## config.mk

```make
export PLATFORM = sky130hd
export DESIGN_NAME = rc_channel_failsafe_hold_flat
export DESIGN_NICKNAME = d
export VERILOG_FILES = /design/src/rtl/rcfs_pkg.sv /design/src/rtl/rcfs_if.sv /design/src/rtl/rc_channel_failsafe_hold.sv /design/src/rtl/rcfs_datapath.sv /design/src/rtl/rcfs_controller.sv /design/src/flat_wrapper.sv
export SDC_FILE = /design/constraint.sdc
export NUM_CORES = 2
export LEC_CHECK = 0
export ABC_AREA = 1
export BUFFER_PORTS_ARGS = -buffer_cell sky130_fd_sc_hd__buf_4
export CAP_MARGIN = 30
export CORE_AREA = 2 2 385 387
export CTS_CLUSTER_DIAMETER = 30
export CTS_CLUSTER_SIZE = 20
export DETAILED_ROUTE_END_ITERATION = 10
export DIE_AREA = 0 0 387 389
export HOLD_SLACK_MARGIN = 0.02
export RECOVER_POWER = 100
export SYNTH_ARGS = -nofsm -noshare
export SYNTH_HDL_FRONTEND = slang
export SYNTH_SLANG_ARGS = --single-unit
```

## constraint.sdc

```tcl
create_clock -name clk -period 5.7 [get_ports clk]
set_input_delay 0.285 -clock clk [delete_from_list [all_inputs] [get_ports clk]]
set_output_delay 0.285 -clock clk [all_outputs]
set_load 0.01 [all_outputs]
```

## src/rtl/rcfs_pkg.sv

```systemverilog
// shared types, constants and reset tables of the rc channel failsafe block
package rcfs_pkg;

	localparam int CHANNELS        = 18;
	localparam int FLIGHT_CHANNELS = 4;

	// index width, count width and width used for range compares on the 5-bit channel field
	localparam int CH_W  = (CHANNELS > 1) ? $clog2(CHANNELS) : 1;
	localparam int CNT_W = $clog2(CHANNELS + 1);
	localparam int CMP_W = 6;

	localparam int PULSE_W = 12;
	localparam int TIME_W  = 32;
	localparam int HOLD_W  = 16;
	localparam int CC_W    = 5;

	// configuration port
	localparam int CFG_IDX_W  = 3;
	localparam int CFG_DATA_W = 16;
	localparam logic [CFG_IDX_W-1:0] REG_CHANNEL_COUNT = 3'd0;
	localparam logic [CFG_IDX_W-1:0] REG_MID_VALUE     = 3'd1;
	localparam logic [CFG_IDX_W-1:0] REG_MIN_PULSE     = 3'd2;
	localparam logic [CFG_IDX_W-1:0] REG_MAX_PULSE     = 3'd3;
	localparam logic [CFG_IDX_W-1:0] REG_HOLD_TIME     = 3'd4;

	// configuration reset values
	localparam logic [CC_W-1:0]    RST_CHANNEL_COUNT = 5'd18;
	localparam logic [PULSE_W-1:0] RST_MID_VALUE     = 12'd1500;
	localparam logic [PULSE_W-1:0] RST_MIN_PULSE     = 12'd885;
	localparam logic [PULSE_W-1:0] RST_MAX_PULSE     = 12'd2115;
	localparam logic [HOLD_W-1:0]  RST_HOLD_TIME     = 16'd300;

	// failsafe modes
	localparam logic [1:0] FS_AUTO = 2'd0;
	localparam logic [1:0] FS_HOLD = 2'd1;
	localparam logic [1:0] FS_SET  = 2'd2;

	// item functions
	localparam logic FUNC_SAMPLE   = 1'b0;
	localparam logic FUNC_TABLE_WR = 1'b1;

	// auto failsafe channel roles
	localparam int AUTO_MID_CHANNELS = 3;
	localparam int AUTO_THR_CHANNEL  = 3;

	typedef struct packed {
		logic               func;
		logic [4:0]         channel;
		logic [PULSE_W-1:0] pulse;
		logic [TIME_W-1:0]  now_ms;
		logic               link_ok;
		logic               failsafe_switch;
		logic               frame_end;
		logic [1:0]         fs_mode;
		logic [PULSE_W-1:0] fs_value;
	} in_item_t;

	typedef struct packed {
		logic [4:0]         out_channel;
		logic [PULSE_W-1:0] out_value;
		logic               flight_valid;
		logic               failsafe_applied;
		logic               run_last;
	} out_item_t;

	// controller to datapath
	typedef struct packed {
		logic            capture;
		logic            exec;
		logic            emit;
		logic            frame_clr;
		logic [CH_W-1:0] idx;
	} cmd_t;

	// datapath to controller
	typedef struct packed {
		logic func;
		logic frame_end;
		logic none_active;
		logic last;
		logic slot_free;
	} sts_t;

	function automatic logic [PULSE_W-1:0] rst_channel_value(input int i);
		return (i == 3) ? 12'd885 : 12'd1500;
	endfunction

	function automatic logic [1:0] rst_fs_mode(input int i);
		return (i <= 3 || i == 7) ? FS_SET : FS_HOLD;
	endfunction

	function automatic logic [PULSE_W-1:0] rst_fs_value(input int i);
		if (i == 3)
			return 12'd987;
		else if (i == 7)
			return 12'd2000;
		else
			return 12'd1500;
	endfunction

	// failsafe value of one channel from its table entry
	function automatic logic [PULSE_W-1:0] fs_pick(
		input logic [1:0]         mode,
		input logic [CMP_W-1:0]   ch,
		input logic [PULSE_W-1:0] cur,
		input logic [PULSE_W-1:0] fsval,
		input logic [PULSE_W-1:0] mid,
		input logic [PULSE_W-1:0] minp
	);
		logic [PULSE_W-1:0] v;
		v = cur;
		if (mode == FS_SET)
			v = fsval;
		else if (mode == FS_AUTO && ch < CMP_W'(AUTO_MID_CHANNELS))
			v = mid;
		else if (mode == FS_AUTO && ch == CMP_W'(AUTO_THR_CHANNEL))
			v = minp;
		return v;
	endfunction

endpackage

```

## src/rtl/rcfs_if.sv

```systemverilog
// request channel interfaces for samples and results
interface rcfs_in_if import rcfs_pkg::*; ();
	logic     valid;
	logic     ready;
	in_item_t data;

	modport source (output valid, output data, input ready);
	modport sink (input valid, input data, output ready);
endinterface

interface rcfs_out_if import rcfs_pkg::*; ();
	logic      valid;
	logic      ready;
	out_item_t data;

	modport source (output valid, output data, input ready);
	modport sink (input valid, input data, output ready);
endinterface

```

## src/rtl/rc_channel_failsafe_hold.sv

```systemverilog
// top level of the rc channel failsafe with hold time
//
//  channel   | role   | carries
//  ----------+--------+-------------------------------------------
//  samples   | sink   | channel samples and failsafe table writes
//  results   | source | one value per active channel at frame end
//  cfg_*     | write  | channel_count, mid, min, max, hold time
//
// every request is accepted in the idle state, then executed on the state in S_EXEC
// frame end adds a readout of one result per active channel through the one
// shared read port of the channel state; a stalled result holds the readout
// the next request is taken while the last result still waits in its register
// reset loads the default tables and configuration at once, no clearing pass
module rc_channel_failsafe_hold import rcfs_pkg::*; (
	input  logic                  clk,
	input  logic                  arst_n,
	rcfs_in_if.sink               samples,
	rcfs_out_if.source            results,
	input  logic                  cfg_we,
	input  logic [CFG_IDX_W-1:0]  cfg_idx,
	input  logic [CFG_DATA_W-1:0] cfg_data
);

	cmd_t cmd;
	sts_t sts;

	rcfs_controller u_ctrl (
		.clk          (clk),
		.arst_n       (arst_n),
		.sample_valid (samples.valid),
		.sample_ready (samples.ready),
		.sts          (sts),
		.cmd          (cmd)
	);

	rcfs_datapath u_dp (
		.clk      (clk),
		.arst_n   (arst_n),
		.cmd      (cmd),
		.sts      (sts),
		.sample   (samples.data),
		.cfg_we   (cfg_we),
		.cfg_idx  (cfg_idx),
		.cfg_data (cfg_data),
		.results  (results)
	);

endmodule

```

## src/rtl/rcfs_datapath.sv

```systemverilog
// channel state, failsafe tables, config registers and result register
module rcfs_datapath import rcfs_pkg::*; (
	input  logic                  clk,
	input  logic                  arst_n,
	input  cmd_t                  cmd,
	output sts_t                  sts,
	input  in_item_t              sample,
	input  logic                  cfg_we,
	input  logic [CFG_IDX_W-1:0]  cfg_idx,
	input  logic [CFG_DATA_W-1:0] cfg_data,
	rcfs_out_if.source            results
);

	in_item_t in_q;

	logic [CC_W-1:0]    channel_count_q;
	logic [PULSE_W-1:0] mid_q;
	logic [PULSE_W-1:0] min_q;
	logic [PULSE_W-1:0] max_q;
	logic [HOLD_W-1:0]  hold_q;

	logic [TIME_W-1:0]  deadline_q [CHANNELS];
	logic [PULSE_W-1:0] value_q    [CHANNELS];
	logic [1:0]         mode_q     [CHANNELS];
	logic [PULSE_W-1:0] fsval_q    [CHANNELS];
	logic               flight_ok_q;

	logic      out_valid_q;
	out_item_t out_q;

	logic [CH_W-1:0]    addr;
	logic [CMP_W-1:0]   addr_w;
	logic [CMP_W-1:0]   ch_w;
	logic [CMP_W-1:0]   active_w;
	logic [CNT_W-1:0]   active;
	logic [TIME_W-1:0]  rd_deadline;
	logic [PULSE_W-1:0] rd_value;
	logic [PULSE_W-1:0] fs_val;
	logic [TIME_W-1:0]  diff;
	logic               expired;
	logic               pulse_ok;
	logic               fs_all;
	logic               last;

	always_comb begin
		active_w = (CMP_W'(channel_count_q) < CMP_W'(CHANNELS)) ?
			CMP_W'(channel_count_q) : CMP_W'(CHANNELS);
		active   = active_w[CNT_W-1:0];
		ch_w     = CMP_W'(in_q.channel);
		addr     = cmd.exec ? in_q.channel[CH_W-1:0] : cmd.idx;
		addr_w   = CMP_W'(addr);
		rd_deadline = deadline_q[addr];
		rd_value    = value_q[addr];
		fs_val   = fs_pick(mode_q[addr], addr_w, rd_value, fsval_q[addr], mid_q, min_q);
		diff     = in_q.now_ms - rd_deadline;
		expired  = !diff[TIME_W-1];
		pulse_ok = in_q.link_ok && in_q.pulse >= min_q && in_q.pulse <= max_q;
		fs_all   = !flight_ok_q || in_q.failsafe_switch;
		last     = (CNT_W'(cmd.idx) + CNT_W'(1)) == active;
	end

	assign sts.func        = in_q.func;
	assign sts.frame_end   = in_q.frame_end;
	assign sts.none_active = (active == '0);
	assign sts.last        = last;
	assign sts.slot_free   = !out_valid_q || results.ready;

	assign results.valid = out_valid_q;
	assign results.data  = out_q;

	always_ff @(posedge clk) begin
		if (cmd.capture)
			in_q <= sample;
		if (cmd.emit) begin
			out_q.out_channel      <= 5'(cmd.idx);
			out_q.out_value        <= fs_all ? fs_val : rd_value;
			out_q.flight_valid     <= flight_ok_q;
			out_q.failsafe_applied <= fs_all;
			out_q.run_last         <= last;
		end
	end

	always_ff @(posedge clk or negedge arst_n) begin
		if (!arst_n) begin
			channel_count_q <= RST_CHANNEL_COUNT;
			mid_q           <= RST_MID_VALUE;
			min_q           <= RST_MIN_PULSE;
			max_q           <= RST_MAX_PULSE;
			hold_q          <= RST_HOLD_TIME;
			for (int i = 0; i < CHANNELS; i++) begin
				deadline_q[i] <= TIME_W'(RST_HOLD_TIME);
				value_q[i]    <= rst_channel_value(i);
				mode_q[i]     <= rst_fs_mode(i);
				fsval_q[i]    <= rst_fs_value(i);
			end
			flight_ok_q <= 1'b1;
			out_valid_q <= 1'b0;
		end else begin
			if (cfg_we) begin
				unique case (cfg_idx)
					REG_CHANNEL_COUNT: channel_count_q <= cfg_data[CC_W-1:0];
					REG_MID_VALUE:     mid_q <= cfg_data[PULSE_W-1:0];
					REG_MIN_PULSE:     min_q <= cfg_data[PULSE_W-1:0];
					REG_MAX_PULSE:     max_q <= cfg_data[PULSE_W-1:0];
					REG_HOLD_TIME:     hold_q <= cfg_data[HOLD_W-1:0];
					default: ;
				endcase
			end

			if (cmd.exec) begin
				if (in_q.func == FUNC_TABLE_WR) begin
					if (ch_w < CMP_W'(CHANNELS)) begin
						mode_q[addr]  <= in_q.fs_mode;
						fsval_q[addr] <= in_q.fs_value;
					end
				end else if (ch_w < active_w) begin
					if (pulse_ok) begin
						deadline_q[addr] <= in_q.now_ms + TIME_W'(hold_q);
						value_q[addr]    <= in_q.pulse;
					end else if (expired) begin
						value_q[addr] <= fs_val;
						if (ch_w < CMP_W'(FLIGHT_CHANNELS))
							flight_ok_q <= 1'b0;
					end
				end
			end

			// whole-frame failsafe writes back while reading out
			if (cmd.emit && fs_all)
				value_q[addr] <= fs_val;

			if (cmd.frame_clr)
				flight_ok_q <= 1'b1;

			if (cmd.emit)
				out_valid_q <= 1'b1;
			else if (results.ready)
				out_valid_q <= 1'b0;
		end
	end

endmodule

```

## src/rtl/rcfs_controller.sv

```systemverilog
// sequencer: request intake, item execution and frame readout
module rcfs_controller import rcfs_pkg::*; (
	input  logic clk,
	input  logic arst_n,
	input  logic sample_valid,
	output logic sample_ready,
	input  sts_t sts,
	output cmd_t cmd
);

	localparam logic [1:0] S_IDLE = 2'd0;
	localparam logic [1:0] S_EXEC = 2'd1;
	localparam logic [1:0] S_READ = 2'd2;

	logic [1:0]      state_q;
	logic [CH_W-1:0] idx_q;

	assign sample_ready = (state_q == S_IDLE);

	always_comb begin
		cmd.capture   = (state_q == S_IDLE) && sample_valid;
		cmd.exec      = (state_q == S_EXEC);
		cmd.emit      = (state_q == S_READ) && sts.slot_free;
		cmd.frame_clr = 1'b0;
		cmd.idx       = idx_q;
		if (state_q == S_EXEC && sts.func == FUNC_SAMPLE && sts.frame_end && sts.none_active)
			cmd.frame_clr = 1'b1;
		if (cmd.emit && sts.last)
			cmd.frame_clr = 1'b1;
	end

	always_ff @(posedge clk or negedge arst_n) begin
		if (!arst_n) begin
			state_q <= S_IDLE;
			idx_q   <= '0;
		end else begin
			unique case (state_q)
				S_IDLE: begin
					if (sample_valid)
						state_q <= S_EXEC;
				end
				S_EXEC: begin
					idx_q <= '0;
					if (sts.func == FUNC_SAMPLE && sts.frame_end && !sts.none_active)
						state_q <= S_READ;
					else
						state_q <= S_IDLE;
				end
				S_READ: begin
					if (sts.slot_free) begin
						if (sts.last)
							state_q <= S_IDLE;
						else
							idx_q <= idx_q + CH_W'(1);
					end
				end
				default: state_q <= S_IDLE;
			endcase
		end
	end

endmodule
```

## src/flat_wrapper.sv

```systemverilog
// flat-port wrapper written by rule: the top's interface ports become plain ports
module rc_channel_failsafe_hold_flat import rcfs_pkg::*;
  (clk, arst_n, cfg_we, cfg_idx, cfg_data, samples_valid, samples_data, samples_ready, results_valid, results_data, results_ready);
  rcfs_in_if samples_i ();
  rcfs_out_if results_i ();
  input  logic clk;
  input  logic arst_n;
  input  logic cfg_we;
  input  logic [CFG_IDX_W-1:0] cfg_idx;
  input  logic [CFG_DATA_W-1:0] cfg_data;
  input wire logic [$bits(samples_i.valid)-1:0] samples_valid;
  input wire logic [$bits(samples_i.data)-1:0] samples_data;
  output wire logic [$bits(samples_i.ready)-1:0] samples_ready;
  output wire logic [$bits(results_i.valid)-1:0] results_valid;
  output wire logic [$bits(results_i.data)-1:0] results_data;
  input wire logic [$bits(results_i.ready)-1:0] results_ready;
  assign samples_i.valid = samples_valid;
  assign samples_i.data = samples_data;
  assign samples_ready = samples_i.ready;
  assign results_valid = results_i.valid;
  assign results_data = results_i.data;
  assign results_i.ready = results_ready;
  rc_channel_failsafe_hold u_core (.clk(clk), .arst_n(arst_n), .samples(samples_i), .results(results_i), .cfg_we(cfg_we), .cfg_idx(cfg_idx), .cfg_data(cfg_data));
endmodule
```

==> impl_metrics.json <==
{
  "totalWireLength_mm": 273,
  "yosysTopAreaCellShare_pct": 28.3,
  "die_w_um": 387,
  "track_usage_pct": 35.4,
  "cp_num_buf_inv": 6,
  "rows": 141,
  "slew_violations": 1567,
  "syn_nets": 8904,
  "htreeDepth": 5,
  "synth.cell_area_mm2": 0.0656,
  "synth.distinct_cells": 52,
  "worstMarginPinSlew_ns": 2.67,
  "cp_slowest_cell": "nor2_1",
  "synth-seq-cells": 1197,
  "avgViaCountPerCell": 6.05,
  "worstHoldStart": "samples_data[30]",
  "synthTopCellsByArea": "dfrtp_1, nand2_1, dfstp_2, nand3_1, o21ai_0",
  "hpwl_mm": 166,
  "p_leak_nw": 36.7,
  "critPathArrivalTime_ns": 6.52,
  "clk_path_buf_depth": 4,
  "n_fill_cell": 13400,
  "startpoint": "u_core.u_ctrl.state_q[1]$_DFFE_PN0P_",
  "wl_met2_mm": 119,
  "cp_max_fo": 24,
  "synth_cells": 8737,
  "setup_ws_ns": -0.0661,
  "remaining_drc_errors": 0,
  "port-buffer-count": 112,
  "end_kind": "flop",
  "setup_tns_ns": -0.437,
  "worst_path_dominant_cell_family": "simple AND/OR/NAND/NOR gates",
  "layout_common_cells": "nand2_1, nand3_1, dfrtp_1",
  "crit_chain": "inv_2, nand2_8, nand2_1, nand2_1, nor3_4, buf_12, inv_1, nor2_1, inv_2, nor2_2, inv_2, buf_4, nand2_1, o21ai_1",
  "cts_sinks": 1197,
  "period_share_pct": 101,
  "nets": 9072,
  "drive_gt1_share_pct": 14.8,
  "rsz0062_at_grt": "no",
  "synthArstFlopShare_pct": 92.7,
  "cts_made_buffers": 329,
  "r2r_start": "u_core.u_ctrl.state_q[1]$_DFFE_PN0P_",
  "setup_viol": 19,
  "core_area_mm2": 0.147,
  "final_hold_viol_count": 0,
  "first_global_vias": 64000,
  "crit_cells": 14,
  "ff2ff_path_depth": 14,
  "synth-edff-count": 87,
  "irDropWorstVdd_v": 0.000848,
  "grt_first_pass_wirelength_mm": 407,
  "root_buffer": "clkbuf_16",
  "finalCriticalPeriod_ns": 5.77,
  "fmax_mhz": 173,
  "wl_met1_mm": 106,
  "gp_congestion": 0.957,
  "ys.flop_type": "dfrtp_1",
  "multi_input_area_mm2": 0.0304,
  "tritoncts": "yes",
  "synth_top_area_cell": "dfrtp_1",
  "floorplan.io_pins": 113,
  "worstSetupPathType": "flop to flop",
  "critPathRequiredTime_ns": 6.45,
  "holdPathStages": 2,
  "slew_headroom_pct": -77.9,
  "regArea_mm2": 0.0308,
  "area_growth_pct": 22.7,
  "status": "complete, but fails checks",
  "clk_latency_ns": 0.94,
  "grt_max_degree": 187,
  "die_area_mm2": 0.151,
  "wl_met3_mm": 29.4,
  "postPlaceCellArea_mm2": 0.0696,
  "die_h_um": 389,
  "initial_utilization_pct": 44.8,
  "seq_area_frac_synth_pct": 47.0,
  "critPathMaxStageDelay_ns": 0.90,
  "via_count": 67100,
  "drtIter0Drc": 8584,
  "timing.clock.skew_ns": 0.0831,
  "max_cap_violations": 25,
  "startpoint_type": "flop",
  "grt-ovfl-total": 0,
  "ys_warn_count": 0,
  "ant_nets": 0,
  "final_cell_area_mm2": 0.0805,
  "violations": "max-capacitance violations, max-slew violations, negative setup slack",
  "worst_hold_path_type": "input port to flop",
  "p_per_area_mw_per_mm2": 730,
  "antenna_found_initial": 3,
  "wl_per_cell_um": 24.6,
  "clkTransAtPathRegs_ns": 0.04,
  "layout_commonest_cell": "nand2_1",
  "syn_avg_cell_area_um2": 7.51,
  "dr.max_layer_used": "met5",
  "dr.pass1.iters": 9
}
worst reg2reg max path, stage by stage, from the launching register on:
cell	delay (ns)
dfrtp_1	0.43
inv_2	0.16
nand2_8	0.10
nand2_1	0.10
nand2_1	0.17
nor3_4	0.67
buf_12	0.31
inv_1	0.60
nor2_1	0.91
inv_2	0.43
nor2_2	0.82
inv_2	0.34
buf_4	0.41
nand2_1	0.12
o21ai_1	0.06
power breakdown:
group	switching (mW)	internal, mW	total (mW)
sequential	1.36	10.9	12.3
clock	5.46	12.4	17.8
combinational	20.3	8.40	28.7
logic make-up after synthesis:
kind of cell	after synthesis	synth area share, %
muxes	4	0.0687
and+or+nand+nor	4305	27.0
DFF	1197	47.0
xor gates and xnor gates	40	0.534
buffers and inverters	1133	6.97
adders and majority gates	76	1.46
AOI/OAI and AO/OA	1982	16.9
sequential cells by signal, summed over array words and instances (netlist names), 2 cells and up:
| signal | count |
|---|---|
| u_core.u_dp.deadline_q | 576 |
| u_core.u_dp.fsval_q | 216 |
| u_core.u_dp.value_q | 216 |
| u_core.u_dp.in_q | 60 |
| u_core.u_dp.mode_q | 36 |
| u_core.u_dp.results.data | 20 |
| u_core.u_dp.hold_q | 16 |
| u_core.u_dp.max_q | 12 |
| u_core.u_dp.mid_q | 12 |
| u_core.u_dp.min_q | 12 |
| u_core.u_ctrl.idx_q | 5 |
| u_core.u_dp.ch_w | 5 |
| u_core.u_dp.channel_count_q | 5 |
| u_core.u_ctrl.state_q | 2 |
| u_core.u_dp.sts | 2 |
what timing repair did:
item / CTS / global route
pin swaps: 0 / 1
hold buffers: 91 / 0
endpoints found under the setup margin: 209 / 186
setup buffers: 0 / 3
endpoints found under the hold margin: 215 / 0
gates resized for setup: 4 / 7
cloned: 0 / 0
final timing paths:
path | endpoint | slack [ns]
setup reg to reg | u_core.u_dp.deadline_q[193]$_DFFE_PN0P_ | -0.07
hold / removal | u_core.u_dp.in_q[30]$_DFFE_PP_ | 0.12
max in group asynchronous | u_core.u_dp.deadline_q[465]$_DFFE_PN0P_ | 0.98
setup / recovery | u_core.u_dp.deadline_q[193]$_DFFE_PN0P_ | -0.07
hold reg to reg | u_core.u_dp.deadline_q[328]$_DFFE_PN1P_ | 0.46
min in group asynchronous | u_core.u_dp.fsval_q[120]$_DFFE_PN0P_ | 0.79
area by class of cell:
type | instances | share of cell area, %
flip-flops and latches | 1197 | 38.3
multi-input cells | 6407 | 37.8
clock buffers | 452 | 11.6
repair buffers | 531 | 5.53
well taps | 1930 | 3.00
inverters | 439 | 2.06
clock inverters | 135 | 1.77
diodes | 2 | 0.00622
per-layer routing:
layer | vias up | track usage [%]
li1 | 29800 | -
met1 | 32100 | 46.4
met2 | 4183 | 53.1
met3 | 1032 | 8.08
met4 | 6 | 22.2
met5 | - | 0
cell usage after synthesis (8+ instances only):
library cell and count:
nor3_1 23, nand2_1 2775, nand4_1 19, nand3_1 976
nor2_2 11, ha_1 75, o21ai_1 18, a31oi_1 173
inv_2 30, clkbuf_1 448, inv_1 406, dfrtp_1 743
o211ai_1 10, a31o_2 17, nand2_2 24, dfstp_2 367
nor2_1 434, nand3b_1 13, a22o_1 12, o22ai_1 219
nand3_2 8, buf_1 57, o2111ai_1 9, a221oi_1 26
a21oi_1 624, xnor2_1 11, o21ai_0 717, a22oi_1 133
buf_4 33, xor2_1 29, buf_2 156, edfxtp_1 87
stage by stage:
| stage | hold slack, ns | total power, mW | std cells | util [%] | setup slack (ns) |
|---|---|---|---|---|---|
| 6_report | 0.115 | 58.8 | 11100 | 54.9 | -0.0661 |
| 5_1_grt | 0.101 | 61.0 | 11100 | 54.9 | 0.00512 |
| 4_1_cts | 0.0617 | 58.1 | 11100 | 55.4 | 0.0911 |
| 3_5_place_dp | 0.434 | 40.1 | 10400 | 47.5 | -0.128 |
| 3_3_place_gp | 0.436 | 39.7 | 10400 | 47.3 | 0.0479 |
| 2_1_floorplan | -0.0106 | 28.4 | 8737 | - | 1.03 |
Note: power is estimated with default switching activity, not from simulation.
